==> src/hw/rtl/fczs_pkg.sv <==
// Shared types, constants and codes for the force curve Z sweep sequencer.
package fczs_pkg;

    localparam int RAMP_STEPS_DEF = 20;
    localparam int MAX_POINTS_DEF = 1000;
    localparam int ZW  = 16;
    localparam int CW  = 10;
    localparam int DW  = 15;

    // result kinds
    typedef enum logic [2:0] {
        K_HEADER   = 3'd0,
        K_DAC      = 3'd1,
        K_SAMPLE   = 3'd2,
        K_DELAY    = 3'd3,
        K_LOOP_OFF = 3'd4,
        K_LOOP_ON  = 3'd5
    } kind_t;

    // input commands
    localparam logic [1:0] CMD_START = 2'd0;
    localparam logic [1:0] CMD_TICK  = 2'd1;
    localparam logic [1:0] CMD_SAMPLE = 2'd2;

    // config register indexes
    localparam logic [1:0] REG_START = 2'd0;
    localparam logic [1:0] REG_END   = 2'd1;
    localparam logic [1:0] REG_COUNT = 2'd2;
    localparam logic [1:0] REG_DELAY = 2'd3;

    // interpolation segments
    localparam logic [1:0] SEG_RAMP_IN  = 2'd0;
    localparam logic [1:0] SEG_DOWN     = 2'd1;
    localparam logic [1:0] SEG_UP       = 2'd2;
    localparam logic [1:0] SEG_RAMP_OUT = 2'd3;

    // value source select for one result word
    typedef enum logic [2:0] {
        SRC_COUNT, SRC_START, SRC_END, SRC_DELAY, SRC_ZERO,
        SRC_DAC, SRC_ADC, SRC_SAVED_DELAY
    } src_t;

    // controller -> datapath commands
    typedef struct packed {
        logic        capture;    // latch registers and present Z/delay
        logic        calc;       // start one interpolation
        logic [1:0]  seg;        // segment, one of the SEG_ codes
        logic        adc_load;   // latch the sample
    } dp_cmd_t;

    // datapath -> controller status
    typedef struct packed {
        logic        busy;
    } dp_sts_t;

endpackage

==> src/hw/rtl/force_curve_z_sweep_sequencer.sv <==
// Top level of the force curve Z sweep sequencer: config registers, controller, datapath.
//
//  channel  | handshake                | payload
//  s_       | s_valid / s_ready        | s_cmd, s_current_z, s_current_loop_delay, s_adc_value
//  m_       | m_valid / m_ready        | m_kind, m_value, m_last
//  cfg      | cfg_we (no wait)         | cfg_index, cfg_data
//
// One item at a time; s_ready stays low until every result of the item is loaded.
// A DAC point follows its item in these steps: a start cycle, the serial divider at one
// product bit a cycle (CNT_W+18 bits), a finish cycle, a hand-over cycle and the output
// load; the next item can be taken in the cycle after the load.
// A start sends four headers and loop off one a cycle unless stalled, then its first point.
// Synchronous active-low reset clears phase, counters and the output register.
// A stall on m_ready holds the controller at its next output load.
module force_curve_z_sweep_sequencer #(
    parameter int RAMP_STEPS = fczs_pkg::RAMP_STEPS_DEF,
    parameter int MAX_POINTS = fczs_pkg::MAX_POINTS_DEF
) (
    input  logic                aclk,
    input  logic                aresetn,
    input  logic                s_valid,
    output logic                s_ready,
    input  logic [1:0]          s_cmd,
    input  logic signed [15:0]  s_current_z,
    input  logic signed [15:0]  s_current_loop_delay,
    input  logic signed [15:0]  s_adc_value,
    output logic                m_valid,
    input  logic                m_ready,
    output logic [2:0]          m_kind,
    output logic [15:0]         m_value,
    output logic                m_last,
    input  logic                cfg_we,
    input  logic [1:0]          cfg_index,
    input  logic [15:0]         cfg_data
);
    import fczs_pkg::*;

    // index counter must hold both the point count and the ramp length
    localparam int PTS_W  = $clog2(MAX_POINTS + 1);
    localparam int RAMP_W = $clog2(RAMP_STEPS + 1);
    localparam int CNT_W  = (PTS_W > RAMP_W) ? PTS_W : RAMP_W;

    logic signed [15:0] start_reg, end_reg;
    logic [CNT_W-1:0]   count_reg;
    logic [14:0]        delay_reg;
    dp_cmd_t            dcmd;
    dp_sts_t            dsts;
    logic [CNT_W-1:0]   index, cap_count;
    src_t               src;
    logic [15:0]        word;
    logic [9:0]         cnt_in;

    // config registers with saturation
    assign cnt_in = cfg_data[9:0];
    always_ff @(posedge aclk) begin
        if (!aresetn) begin
            start_reg <= '0; end_reg <= '0;
            count_reg <= CNT_W'(2); delay_reg <= 15'd2;
        end else if (cfg_we) begin
            unique case (cfg_index)
                REG_START: start_reg <= cfg_data;
                REG_END:   end_reg   <= cfg_data;
                REG_COUNT: begin
                    if (cnt_in < 10'd2) count_reg <= CNT_W'(2);
                    else if (32'(cnt_in) > MAX_POINTS) count_reg <= CNT_W'(MAX_POINTS);
                    else count_reg <= CNT_W'(cnt_in);
                end
                REG_DELAY: delay_reg <= (cfg_data[14:0] < 15'd2) ? 15'd2 : cfg_data[14:0];
                default: ;
            endcase
        end
    end

    fczs_ctrl #(.RAMP_STEPS(RAMP_STEPS), .CNT_W(CNT_W)) u_ctrl (
        .aclk, .aresetn, .s_valid, .s_ready, .s_cmd,
        .m_valid, .m_ready, .m_kind, .m_value, .m_last,
        .dcmd, .dsts, .index, .src, .cap_count, .word
    );

    fczs_datapath #(.RAMP_STEPS(RAMP_STEPS), .CNT_W(CNT_W)) u_dp (
        .aclk, .aresetn, .cmd(dcmd), .sts(dsts), .index, .src,
        .cfg_start(start_reg), .cfg_end(end_reg), .cfg_count(count_reg),
        .cfg_delay(delay_reg), .in_z(s_current_z), .in_delay(s_current_loop_delay),
        .in_adc(s_adc_value), .cap_count, .word
    );
endmodule

==> src/hw/rtl/fczs_datapath.sv <==
// Datapath: captured settings, interpolation with a serial divider, result word select.
module fczs_datapath #(
    parameter int RAMP_STEPS = fczs_pkg::RAMP_STEPS_DEF,
    parameter int CNT_W      = fczs_pkg::CW
) (
    input  logic                    aclk,
    input  logic                    aresetn,
    input  fczs_pkg::dp_cmd_t       cmd,
    output fczs_pkg::dp_sts_t       sts,
    input  logic [CNT_W-1:0]        index,
    input  fczs_pkg::src_t          src,
    input  logic signed [15:0]      cfg_start,
    input  logic signed [15:0]      cfg_end,
    input  logic [CNT_W-1:0]        cfg_count,
    input  logic [14:0]             cfg_delay,
    input  logic signed [15:0]      in_z,
    input  logic signed [15:0]      in_delay,
    input  logic signed [15:0]      in_adc,
    output logic [CNT_W-1:0]        cap_count,
    output logic [15:0]             word
);
    import fczs_pkg::*;

    localparam int PW = CNT_W + 18;      // product width
    localparam int SW = $clog2(PW + 1);

    logic signed [15:0] start_reg, end_reg, savz_reg, savd_reg, adc_reg;
    logic [CNT_W-1:0]   count_reg;
    logic [14:0]        delay_reg;
    logic signed [15:0] dac_z_reg;

    logic signed [15:0] a_sel, b_sel;
    logic [CNT_W-1:0]   div_sel;

    // divider state
    logic               busy_reg;
    logic [SW-1:0]      bit_reg;
    logic [PW-1:0]      num_reg, quo_reg;
    logic [CNT_W:0]     rem_reg;
    logic [CNT_W-1:0]   den_reg;
    logic               neg_reg;
    logic signed [15:0] base_reg;

    logic signed [16:0] diff;
    logic signed [PW-1:0] prod;
    logic [CNT_W:0]     rem_sh;
    logic signed [PW:0] zfull;
    logic [PW-1:0]      q_s;

    // endpoints of the active segment
    always_comb begin
        unique case (cmd.seg)
            SEG_RAMP_IN:  begin a_sel = savz_reg;  b_sel = start_reg; end
            SEG_DOWN:     begin a_sel = start_reg; b_sel = end_reg;   end
            SEG_UP:       begin a_sel = end_reg;   b_sel = start_reg; end
            SEG_RAMP_OUT: begin a_sel = start_reg; b_sel = savz_reg;  end
        endcase
        div_sel = (cmd.seg == SEG_RAMP_IN || cmd.seg == SEG_RAMP_OUT)
                ? CNT_W'(RAMP_STEPS - 1) : count_reg - CNT_W'(1);
        diff = 17'(b_sel) - 17'(a_sel);
        prod = PW'($signed({1'b0, index})) * PW'(diff);
    end

    assign rem_sh = {rem_reg[CNT_W-1:0], num_reg[PW-1]};
    assign q_s    = neg_reg ? (~quo_reg + PW'(1)) : quo_reg;
    assign zfull  = (PW+1)'(base_reg) + (PW+1)'($signed(q_s));

    // capture, sample latch and restoring division one bit a cycle
    always_ff @(posedge aclk) begin
        if (!aresetn) begin
            busy_reg <= 1'b0;
            count_reg <= CNT_W'(2);
            delay_reg <= 15'd2;
            start_reg <= '0; end_reg <= '0; savz_reg <= '0; savd_reg <= '0;
        end else begin
            if (cmd.capture) begin
                start_reg <= cfg_start; end_reg <= cfg_end;
                count_reg <= cfg_count; delay_reg <= cfg_delay;
                savz_reg <= in_z; savd_reg <= in_delay;
            end
            if (cmd.calc) begin
                busy_reg <= 1'b1;
                bit_reg  <= SW'(PW);
                neg_reg  <= prod[PW-1];
                num_reg  <= prod[PW-1] ? PW'(-prod) : PW'(prod);
                rem_reg  <= '0;
                quo_reg  <= '0;
                den_reg  <= div_sel;
                base_reg <= a_sel;
            end else if (busy_reg) begin
                if (bit_reg == '0) begin
                    busy_reg <= 1'b0;
                    if (zfull > (PW+1)'(32767))       dac_z_reg <= 16'sh7fff;
                    else if (zfull < -(PW+1)'(32768)) dac_z_reg <= -16'sh8000;
                    else                              dac_z_reg <= zfull[15:0];
                end else begin
                    bit_reg <= bit_reg - SW'(1);
                    num_reg <= {num_reg[PW-2:0], 1'b0};
                    if (rem_sh >= {1'b0, den_reg}) begin
                        rem_reg <= rem_sh - {1'b0, den_reg};
                        quo_reg <= {quo_reg[PW-2:0], 1'b1};
                    end else begin
                        rem_reg <= rem_sh;
                        quo_reg <= {quo_reg[PW-2:0], 1'b0};
                    end
                end
            end
            if (cmd.adc_load) adc_reg <= in_adc;
        end
    end

    // result word mux
    always_comb begin
        unique case (src)
            SRC_COUNT:       word = 16'(count_reg);
            SRC_START:       word = start_reg;
            SRC_END:         word = end_reg;
            SRC_DELAY:       word = {1'b0, delay_reg};
            SRC_ZERO:        word = '0;
            SRC_DAC:         word = {~dac_z_reg[15], dac_z_reg[14:0]};
            SRC_ADC:         word = adc_reg;
            SRC_SAVED_DELAY: word = savd_reg;
            default:         word = '0;
        endcase
    end

    assign sts.busy  = busy_reg | cmd.calc;
    assign cap_count = count_reg;

    a_div_bound: assert property (@(posedge aclk) disable iff (!aresetn)
        busy_reg && !cmd.calc |-> bit_reg <= SW'(PW))
        else $error("divider bit counter out of range");
    a_den_nz: assert property (@(posedge aclk) disable iff (!aresetn)
        busy_reg |-> den_reg != '0)
        else $error("zero divisor");
    a_rem_lt: assert property (@(posedge aclk) disable iff (!aresetn)
        busy_reg && !cmd.calc |-> rem_reg < {1'b0, den_reg})
        else $error("remainder not below divisor");
endmodule

==> src/hw/rtl/fczs_ctrl.sv <==
// Controller: event decode, phase sequencing and result emission.
module fczs_ctrl #(
    parameter int RAMP_STEPS = fczs_pkg::RAMP_STEPS_DEF,
    parameter int CNT_W      = fczs_pkg::CW
) (
    input  logic                 aclk,
    input  logic                 aresetn,
    input  logic                 s_valid,
    output logic                 s_ready,
    input  logic [1:0]           s_cmd,
    output logic                 m_valid,
    input  logic                 m_ready,
    output logic [2:0]           m_kind,
    output logic [15:0]          m_value,
    output logic                 m_last,
    output fczs_pkg::dp_cmd_t    dcmd,
    input  fczs_pkg::dp_sts_t    dsts,
    output logic [CNT_W-1:0]     index,
    output fczs_pkg::src_t       src,
    input  logic [CNT_W-1:0]     cap_count,
    input  logic [15:0]          word
);
    import fczs_pkg::*;

    typedef enum logic [2:0] {
        PH_IDLE, PH_RAMP_IN, PH_WAIT, PH_DOWN, PH_UP, PH_RAMP_OUT
    } phase_t;

    // micro steps of one item; every step that emits waits for a free output
    typedef enum logic [2:0] {
        ST_READY, ST_HDR, ST_CALC, ST_DAC, ST_DELAY, ST_ON, ST_SAMPLE
    } step_t;

    phase_t           phase_reg;
    step_t            step_reg;
    logic [CNT_W-1:0] idx_reg;
    logic [1:0]       seg_reg;
    logic [2:0]       hdr_reg;
    logic             calc_go_reg;
    logic             ovalid_reg, olast_reg;
    kind_t            okind_reg;
    logic [15:0]      oval_reg;
    logic             out_free, out_load, calc_start, accept;
    logic             is_start, is_tick, ramp_more, is_first, is_sample;
    kind_t            kind_c;

    assign out_free = !ovalid_reg || m_ready;
    assign s_ready  = (step_reg == ST_READY);
    assign m_valid  = ovalid_reg;
    assign m_kind   = okind_reg;
    assign m_value  = oval_reg;
    assign m_last   = olast_reg;
    assign index    = idx_reg;

    // event decode
    assign accept    = s_valid && s_ready;
    assign is_start  = (s_cmd == CMD_START) && (phase_reg == PH_IDLE);
    assign is_tick   = (s_cmd == CMD_TICK) &&
                       (phase_reg == PH_RAMP_IN || phase_reg == PH_RAMP_OUT);
    assign ramp_more = (idx_reg < CNT_W'(RAMP_STEPS));
    assign is_first  = (s_cmd == CMD_SAMPLE) && (phase_reg == PH_WAIT);
    assign is_sample = (s_cmd == CMD_SAMPLE) && (phase_reg == PH_DOWN || phase_reg == PH_UP);

    // output load and interpolation start
    assign out_load   = out_free && (step_reg == ST_HDR || step_reg == ST_DAC ||
                                     step_reg == ST_DELAY || step_reg == ST_ON ||
                                     step_reg == ST_SAMPLE);
    assign calc_start = (accept && ((is_tick && ramp_more) || is_first)) ||
                        (out_load && (step_reg == ST_SAMPLE ||
                                      (step_reg == ST_HDR && hdr_reg == 3'd4)));

    assign dcmd.capture  = accept && is_start;
    assign dcmd.adc_load = accept && is_sample;
    assign dcmd.calc     = calc_go_reg;
    assign dcmd.seg      = seg_reg;

    // word source and kind for the current emission
    always_comb begin
        unique case (step_reg)
            ST_HDR: begin
                kind_c = (hdr_reg == 3'd4) ? K_LOOP_OFF : K_HEADER;
                unique case (hdr_reg)
                    3'd0: src = SRC_COUNT;
                    3'd1: src = SRC_START;
                    3'd2: src = SRC_END;
                    3'd3: src = SRC_DELAY;
                    default: src = SRC_ZERO;
                endcase
            end
            ST_DAC: begin
                kind_c = K_DAC; src = SRC_DAC;
            end
            ST_DELAY: begin
                kind_c = K_DELAY;
                src = (phase_reg == PH_RAMP_IN) ? SRC_DELAY : SRC_SAVED_DELAY;
            end
            ST_ON: begin
                kind_c = K_LOOP_ON; src = SRC_ZERO;
            end
            ST_SAMPLE: begin
                kind_c = K_SAMPLE; src = SRC_ADC;
            end
            default: begin
                kind_c = K_HEADER; src = SRC_ZERO;
            end
        endcase
    end

    // phase, steps and output register
    always_ff @(posedge aclk) begin
        if (!aresetn) begin
            phase_reg <= PH_IDLE; step_reg <= ST_READY; idx_reg <= '0;
            seg_reg <= SEG_RAMP_IN; hdr_reg <= '0; calc_go_reg <= 1'b0;
            ovalid_reg <= 1'b0; olast_reg <= 1'b0;
            okind_reg <= K_HEADER; oval_reg <= '0;
        end else begin
            ovalid_reg  <= out_load || (ovalid_reg && !m_ready);
            calc_go_reg <= calc_start;
            if (out_load) begin
                okind_reg <= kind_c;
                oval_reg  <= word;
                olast_reg <= (step_reg == ST_ON);
            end
            unique case (step_reg)
                ST_READY: begin
                    if (accept) begin
                        unique if (is_start) begin
                            hdr_reg <= '0; step_reg <= ST_HDR;
                        end else if (is_tick) begin
                            step_reg <= ramp_more ? ST_CALC : ST_DELAY;
                        end else if (is_first) begin
                            idx_reg <= '0; seg_reg <= SEG_DOWN; phase_reg <= PH_DOWN;
                            step_reg <= ST_CALC;
                        end else if (is_sample) begin
                            step_reg <= ST_SAMPLE;
                        end else begin
                            step_reg <= ST_READY;
                        end
                    end
                end
                ST_HDR: begin
                    if (out_load) begin
                        if (hdr_reg == 3'd4) begin
                            idx_reg <= '0; seg_reg <= SEG_RAMP_IN; phase_reg <= PH_RAMP_IN;
                            step_reg <= ST_CALC;
                        end else begin
                            hdr_reg <= hdr_reg + 3'd1;
                        end
                    end
                end
                ST_CALC: begin
                    if (!dsts.busy) step_reg <= ST_DAC;
                end
                ST_DAC: begin
                    if (out_load) begin
                        if (phase_reg == PH_RAMP_IN || phase_reg == PH_RAMP_OUT)
                            idx_reg <= idx_reg + CNT_W'(1);
                        step_reg <= ST_READY;
                    end
                end
                ST_DELAY: begin
                    if (out_load) begin
                        idx_reg <= '0;
                        if (phase_reg == PH_RAMP_IN) begin
                            phase_reg <= PH_WAIT; step_reg <= ST_READY;
                        end else begin
                            step_reg <= ST_ON;
                        end
                    end
                end
                ST_ON: begin
                    if (out_load) begin
                        phase_reg <= PH_IDLE; step_reg <= ST_READY;
                    end
                end
                ST_SAMPLE: begin
                    if (out_load) begin
                        step_reg <= ST_CALC;
                        if (idx_reg + CNT_W'(1) < cap_count) begin
                            idx_reg <= idx_reg + CNT_W'(1);
                        end else if (phase_reg == PH_DOWN) begin
                            idx_reg <= '0; seg_reg <= SEG_UP; phase_reg <= PH_UP;
                        end else begin
                            idx_reg <= '0; seg_reg <= SEG_RAMP_OUT; phase_reg <= PH_RAMP_OUT;
                        end
                    end
                end
                default: step_reg <= ST_READY;
            endcase
        end
    end

    a_hold: assert property (@(posedge aclk) disable iff (!aresetn)
        m_valid && !m_ready |=> m_valid && $stable(m_kind) && $stable(m_value) &&
                                $stable(m_last))
        else $error("result changed while waiting");
    a_last_idle: assert property (@(posedge aclk) disable iff (!aresetn)
        m_valid && m_last |-> phase_reg == PH_IDLE)
        else $error("last outside end of sequence");
    a_calc_step: assert property (@(posedge aclk) disable iff (!aresetn)
        calc_go_reg |-> step_reg == ST_CALC)
        else $error("calc without wait step");
endmodule

==> config.mk <==
export PLATFORM = sky130hd
export DESIGN_NAME = force_curve_z_sweep_sequencer
export DESIGN_NICKNAME = d
export VERILOG_FILES = /design/src/hw/rtl/fczs_pkg.sv /design/src/hw/rtl/force_curve_z_sweep_sequencer.sv /design/src/hw/rtl/fczs_datapath.sv /design/src/hw/rtl/fczs_ctrl.sv
export SDC_FILE = /design/constraint.sdc
export NUM_CORES = 1
export LEC_CHECK = 0
export ABC_AREA = 1
export ABC_CLOCK_PERIOD_IN_PS = 10400
export BUFFER_PORTS_ARGS = -buffer_cell sky130_fd_sc_hd__clkbuf_2
export CAP_MARGIN = 20
export CORE_UTILIZATION = 40
export DETAILED_ROUTE_END_ITERATION = 8
export GPL_TIMING_DRIVEN = 0
export SYNTH_ARGS = -nofsm -noshare
export SYNTH_HDL_FRONTEND = slang
export SYNTH_SLANG_ARGS = --single-unit
==> constraint.sdc <==
create_clock -name aclk -period 10.4 [get_ports aclk]
set_clock_uncertainty 0.15 [all_clocks]
set_input_delay 2.08 -clock aclk [delete_from_list [all_inputs] [get_ports aclk]]
set_output_delay 2.08 -clock aclk [all_outputs]
set_load 0.01 [all_outputs]
==> flow_summary.toml, run 1 <==
[outcome]
run_status = "complete, no violations"

[finish]
layout_commonest_cell = "nand2_1"
final_layout_size_suffix_gt1_frac = 0.07289
multi_input_comb_area_um2 = 14850
utilization = 0.4537
mostFrequentLayoutCells = "689 x nand2_1, 557 x inv_1, 382 x nor2_1"
nets = 3906
fillers = 6500
regArea_um2 = 7707
design_area_um2 = 28150
area_delta_synth_final_pct = 11.58
diodes = 0

[power_and_ir_drop]
clkPwrFrac = 0.331
power_density_nw_per_um2 = 155.3
p_leak_nw = 13.10
ir_worst_vdd_mv = 0.1496
power.switching_mw = 1.764
report.power.total_mw = 4.373
p_seq_frac = 0.329
swShare = 0.4034
power.internal_mw = 2.609
share_comb_of_total_power = 0.339

[timing]
hold_viol = 0
setup_slack_ns = 0.6063
fin_crit_ns = 9.794
setup_viol = 0
slew_headroom = 0.2665
worst_slew_pin_slew_ns = 1.092
rsz0062_at_grt = "false"
maxSlewViolCount = 0
max_freq_mhz = 102.1
fin_crit_sh = 0.9417
setup_tns_ns = 0

[worst_setup_path]
startpoint_type = "flip-flop"
crit_top_cell = "inv_1"
endpoint_kind = "flip-flop"
worstPathMaxFanout = 11
criticalPathCategory = "flip-flop to flip-flop"
critPathArrivalTime_ns = 9.95
cpMaxStageDelayCell = "xnor2_1"
slowest_delay_ns = 0.85
ff2ff_path_depth = 39
required_ns = 10.56
r2r_end = "u_dp.num_reg[18]"
reg2reg_setup_slack_ns = 0.61
timing.rr.start = "u_ctrl.seg_reg[0]"

[grt]
use_met3 = 0.03413
grt_pass1_vias = 21703
antenna_found_initial = 0
use_met2 = 0.3846
grt_use_met1 = 0.3443
overflow = 0
grt_use_total = 0.2410
grt_max_degree = 72
grt_pass1_wl_um = 120300
busiest_layer = "met2"

[synth]
yosysWarnings = 0
synthXorXnorAreaFrac = 0.03084
synth_top_area_cell = "edfxtp_1"
synth_edf_count = 130
synth_seq_cells = 320
syn-instance-count = 3402
syn_area_um2 = 25230
synthDistinctLibCells = 55
yosysSeqAreaShare = 0.3055
synth-compound-area-share = 0.1359
synth.area.top_cells = "edfxtp_1 15%, dfxtp_1 15%, fa_1 12%, nand2_1 10%, inv_1 8.3%"
synth_top_family_by_area = "simple AND/OR/NAND/NOR gates"
yosys.area_share.simple = 0.2287
synthArstFlopShare = 0
synth_flop_cell = "dfxtp_1"
synthAdderAreaFrac = 0.1926
synth_nets = 3771
synth_mux_area_frac = 0
yosysTopAreaCellShare = 0.1547
synth_area_per_cell_um2 = 7.417

[placed_design]
dpl-instance-area_um2 = 26780
dp_hpwl_um = 61210
portBuffers = 93
place_congestion = 0.9422
dpl_worst_slack_ns = 0.5961

[clocking]
htree_levels = 2
postCtsSetupBuffers = 0
cts_tree = "built"
cts-root-buf = "clkbuf_16"
cts_buffer_depth = 3
cts_buffers = 38
clk-insertion-delay-late_ns = 0.60
holdBufCountCts = 0
cts_sinks = 320
clk_pin_slew_ns = 0.06

[hold_path]
whs_path_depth = 2
holdCritPathClass = "flip-flop to flip-flop"
hp-start = "u_ctrl.m_kind[0]"
worst_hold_path.endpoint = "u_ctrl.m_kind[0]"

[die]
die-area_um2 = 64090
fp.dieW_um = 253.2
core_um2 = 62050
die_h_um = 253.2
start_util = 0.4066
num_rows = 91
io_pins = 95

[detailed_routing]
viasPerCell = 5.167
vias = 22757
drtIter0Drc = 1778
drc = 0
firstDrtPassIters = 5
drt-total-wl_um = 75510
ant_nets = 0
wl_per_cell_um = 17.15

[run]
maxCapViolCount = 0
-- synthesized netlist by cell type, types with 4 or more instances --
cell type  count
nand2_1      689
inv_1        558
nor2_1       382
a21oi_1      275
o21ai_0      241
dfxtp_1      190
fa_1         154
nand3_1      146
ha_1         142
edfxtp_1     130
clkbuf_1      90
xor2_1        66
nand4_1       46
nor3_1        38
o22ai_1       21
xnor2_1       21
nand2_2       17
inv_2         15
or2_2         15
a221oi_1      14
o21ai_1       13
nand3b_1      12
a31oi_1       10
buf_4          9
a22oi_1        8
o211ai_1       8
a21o_1         7
nor4_1         7
o21bai_1       7
a211oi_1       6
nor2_2         6
o31ai_1        6
buf_2          5
buf_6          5
nor2_4         5
buf_1          4
clkinv_1       4
-- worst max-delay path: cells and delay by family, from the launching register on --
kind	cells	cell delay (ns)
flip-flops	1	0.51
AO/OA/AOI/OAI	5	1.01
adder cells (fa/ha/maj)	8	3.41
AND/OR/NAND/NOR	14	1.80
XOR/XNOR	1	0.85
buffers and inverters	11	1.76
-- power groups by stage --
stage	Clock (mW)	Sequential, mW	Combinational (mW)
2_1_floorplan	0	1.44	0.959
3_3_place_gp	0	1.46	1.46
3_5_place_dp	0	1.46	1.46
4_1_cts	1.47	1.44	1.46
5_1_grt	1.52	1.45	1.63
6_report	1.45	1.44	1.48
-- repair_timing --
action,CTS,global route
setup endpoints to repair,0,23
hold endpoints to repair,0,0
resized for setup,0,5
-- cells by family after synthesis --
logic type | Yosys count
buffers and inverters | 693
and+or+nand+nor | 1374
adders and majority gates | 296
xor gates and xnor gates | 88
AOI/OAI and AO/OA | 631
DFF | 320
-- worst max-delay path by stage --
stage | startpoint | endpoint | slack (ns) | cells past startpoint
floorplan | u_ctrl.seg_reg[0] | u_dp.num_reg[20] | 2.31 | 45
global placement | u_ctrl.seg_reg[0] | u_dp.num_reg[18] | 0.65 | 38
detailed placement | u_ctrl.seg_reg[0] | u_dp.num_reg[18] | 0.60 | 39
CTS | u_ctrl.seg_reg[0] | u_dp.num_reg[18] | 0.53 | 45
global route | u_ctrl.seg_reg[0] | u_dp.num_reg[18] | 0.08 | 39
finish | u_ctrl.seg_reg[0] | u_dp.num_reg[18] | 0.61 | 39
-- stage by stage --
stage	hold WS (ns)	instances
final	0.3123	4404
after global routing	0.3217	4404
after CTS	0.3102	4405
after detailed placement	0.3014	4335
after global placement	0.2959	4332
after floorplan	0.2736	3402
-- metal layers --
metal / routed length, µm / share of wire
met1: 35150 / 0.47
met2: 33860 / 0.45
met3: 5090 / 0.067
met4: 1416 / 0.019
met5: 0 / 0
-- cell type report --
| cell class | count | share of cell area |
|---|---|---|
| buffer | 112 | 0.01778 |
| clock inverter | 21 | 0.01013 |
| sequential | 320 | 0.2738 |
| tap | 837 | 0.03720 |
| multi-input combinational | 2389 | 0.5275 |
| clock buffer | 49 | 0.03858 |
| inverter | 580 | 0.07769 |
| timing repair buffer | 96 | 0.01733 |
No activity file was read; power rests on OpenSTA's default activity.
==> run 2, diff against run 1 <==
ABC_CLOCK_PERIOD_IN_PS = 8500   (was 10400)
clock period = 8.5 ns   (was 10.4 ns; I/O delays follow)
==> run 2 against run 1 <==
  * Final cell count rose by 0.95%
  * Critical path type unchanged
  * Routed wire length rose by 1.8%
  * Power rose by 36%
  * Core utilization rose by 2.0 points
  * Critical path depth rose by 4
  * Global-route usage barely moved
  * Largest cell class unchanged
  * Register-to-register slack got worse by 0.38 ns
  * Combinational power rose by 63%
==> flow_summary.toml, run 2 (synthesis results as in run 1) <==
[outcome]
run_status = "complete, no violations"

[finish]
design_area_um2 = 29380
final_layout_size_suffix_gt1_frac = 0.1283
mostFrequentLayoutCells = "656 x nand2_1, 543 x inv_1, 358 x nor2_1"
nets = 3948
diodes = 0
utilization = 0.4734
area_delta_synth_final_pct = 16.43
layout_commonest_cell = "nand2_1"
fillers = 6333

[power_and_ir_drop]
swShare = 0.4013
clkPwrFrac = 0.298
power.internal_mw = 3.563
share_comb_of_total_power = 0.405
p_seq_frac = 0.296
ir_worst_vdd_mv = 0.2084
power_density_nw_per_um2 = 202.6
p_leak_nw = 13.45
power.switching_mw = 2.389
report.power.total_mw = 5.952

[timing]
hold_viol = 0
maxSlewViolCount = 0
setup_viol = 0
max_freq_mhz = 120.9
setup_slack_ns = 0.2260
fin_crit_ns = 8.274
worst_slew_pin_slew_ns = 1.004
slew_headroom = 0.3299
whs_ns = 0.3123
fin_crit_sh = 0.9734

[run]
maxCapViolCount = 0

[clocking]
cts-root-buf = "clkbuf_16"
cts_buffers = 38
clk-insertion-delay-late_ns = 0.60
cts_tree = "built"
clk_pin_slew_ns = 0.06
htree_levels = 2
holdBufCountCts = 0
cts_buffer_depth = 3
cts_sinks = 320

[die]
die_h_um = 253.2
io_pins = 95
fp.dieW_um = 253.2
core_um2 = 62050
die-area_um2 = 64090
num_rows = 91
start_util = 0.4066

[detailed_routing]
viasPerCell = 5.198
vias = 23110
firstDrtPassIters = 6
ant_nets = 0
drtIter0Drc = 1640
drc = 0
drt-total-wl_um = 76870
wl_per_cell_um = 17.29

[grt]
antenna_found_initial = 0
grt_pass1_wl_um = 120500
overflow = 0
grt_use_total = 0.2414
grt_pass1_vias = 21761
grt_max_degree = 72

[placed_design]
dp_hpwl_um = 61210
place_congestion = 0.9422
dpl_worst_slack_ns = -1.304
portBuffers = 93
dpl-instance-area_um2 = 26780

[worst_setup_path]
slowest_delay_ns = 0.59
critPathTopFamily = "adder cells"
reg2reg_setup_slack_ns = 0.23
critPathArrivalTime_ns = 8.43
crit_buf_inv = 14
crit_top_cell = "inv_1"
startpoint_type = "flip-flop"
criticalPathCategory = "flip-flop to flip-flop"
worstPathMaxFanout = 10
endpoint_kind = "flip-flop"
cpMaxStageDelayCell = "fa_2"
required_ns = 8.66

[hold_path]
holdCritPathClass = "flip-flop to flip-flop"
run 2: cell count changes in the layout (fill, tap and decap cells not counted), moves of 17 or more:
cell and delta:
ha_4 +17, nand2_1 -33, nor2_2 +19, nor2_1 -24
nand2_2 +26, buf_4 +40, ha_1 -27, o21ai_0 -19
run 2: metal layers:
| layer | up-vias | routed length (µm) | GRT usage |
|---|---|---|---|
| li1 | 11319 | - | - |
| met1 | 10999 | 35590 | 0.3438 |
| met2 | 700 | 34690 | 0.3851 |
| met3 | 92 | 5076 | 0.03495 |
| met4 | 0 | 1509 | 0.05455 |
| met5 | - | 0 | 0 |
run 2: power groups by stage:
stage                     Combinational (mW)  Sequential [mW]  Clock (mW)
final                                   2.41             1.76        1.77
after CTS                               2.00             1.76        1.80
after global routing                    2.59             1.77        1.85
after detailed placement                1.78             1.79           0
after global placement                  1.78             1.79           0
after floorplan                         1.17             1.77           0
run 2: stage by stage:
stage                     setup TNS (ns)  cells
after floorplan                        0   3402
after global placement            -31.59   4332
after detailed placement          -32.87   4335
after CTS                      -0.008265   4413
after global routing             -0.8156   4446
final                                  0   4446
run 2: final cells by class:
cell class                      instances  area (µm²)  area share
Buffer                                111       563.0     0.01917
Clock buffer                           49        1086     0.03697
Clock inverter                         21       285.3    0.009711
Inverter                              580        2205     0.07505
Multi-Input combinational cell       2389       15650      0.5326
Sequential cell                       320        7712      0.2625
Tap cell                              837        1047     0.03565
Timing Repair Buffer                  139       832.0     0.02832
run 2: what timing repair did:
item / 4_1_cts / 5_1_grt
setup buffers: 9 / 33
pin swaps: 13 / 52
setup endpoints to repair: 28 / 28
gates resized for setup: 92 / 162
cloned: 0 / 1
run 2: final timing paths:
check	start	endpoint	cells after the start
worst max register to register	u_ctrl.seg_reg[0]	u_dp.num_reg[13]	43
worst max-delay path	u_ctrl.seg_reg[0]	u_dp.num_reg[13]	43
worst min-delay path	u_ctrl.m_kind[0]	u_ctrl.m_kind[0]	2
worst min register to register	u_ctrl.m_kind[0]	u_ctrl.m_kind[0]	2
run 2: worst reg2reg max path: cells and delay by family (launching register included):
kind,cells,cell delay (ns)
adders and majority gates,9,3.58
and+or+nand+nor,12,1.42
buffers and inverters,14,1.28
AOI/OAI and AO/OA,8,1.19
DFF,1,0.38
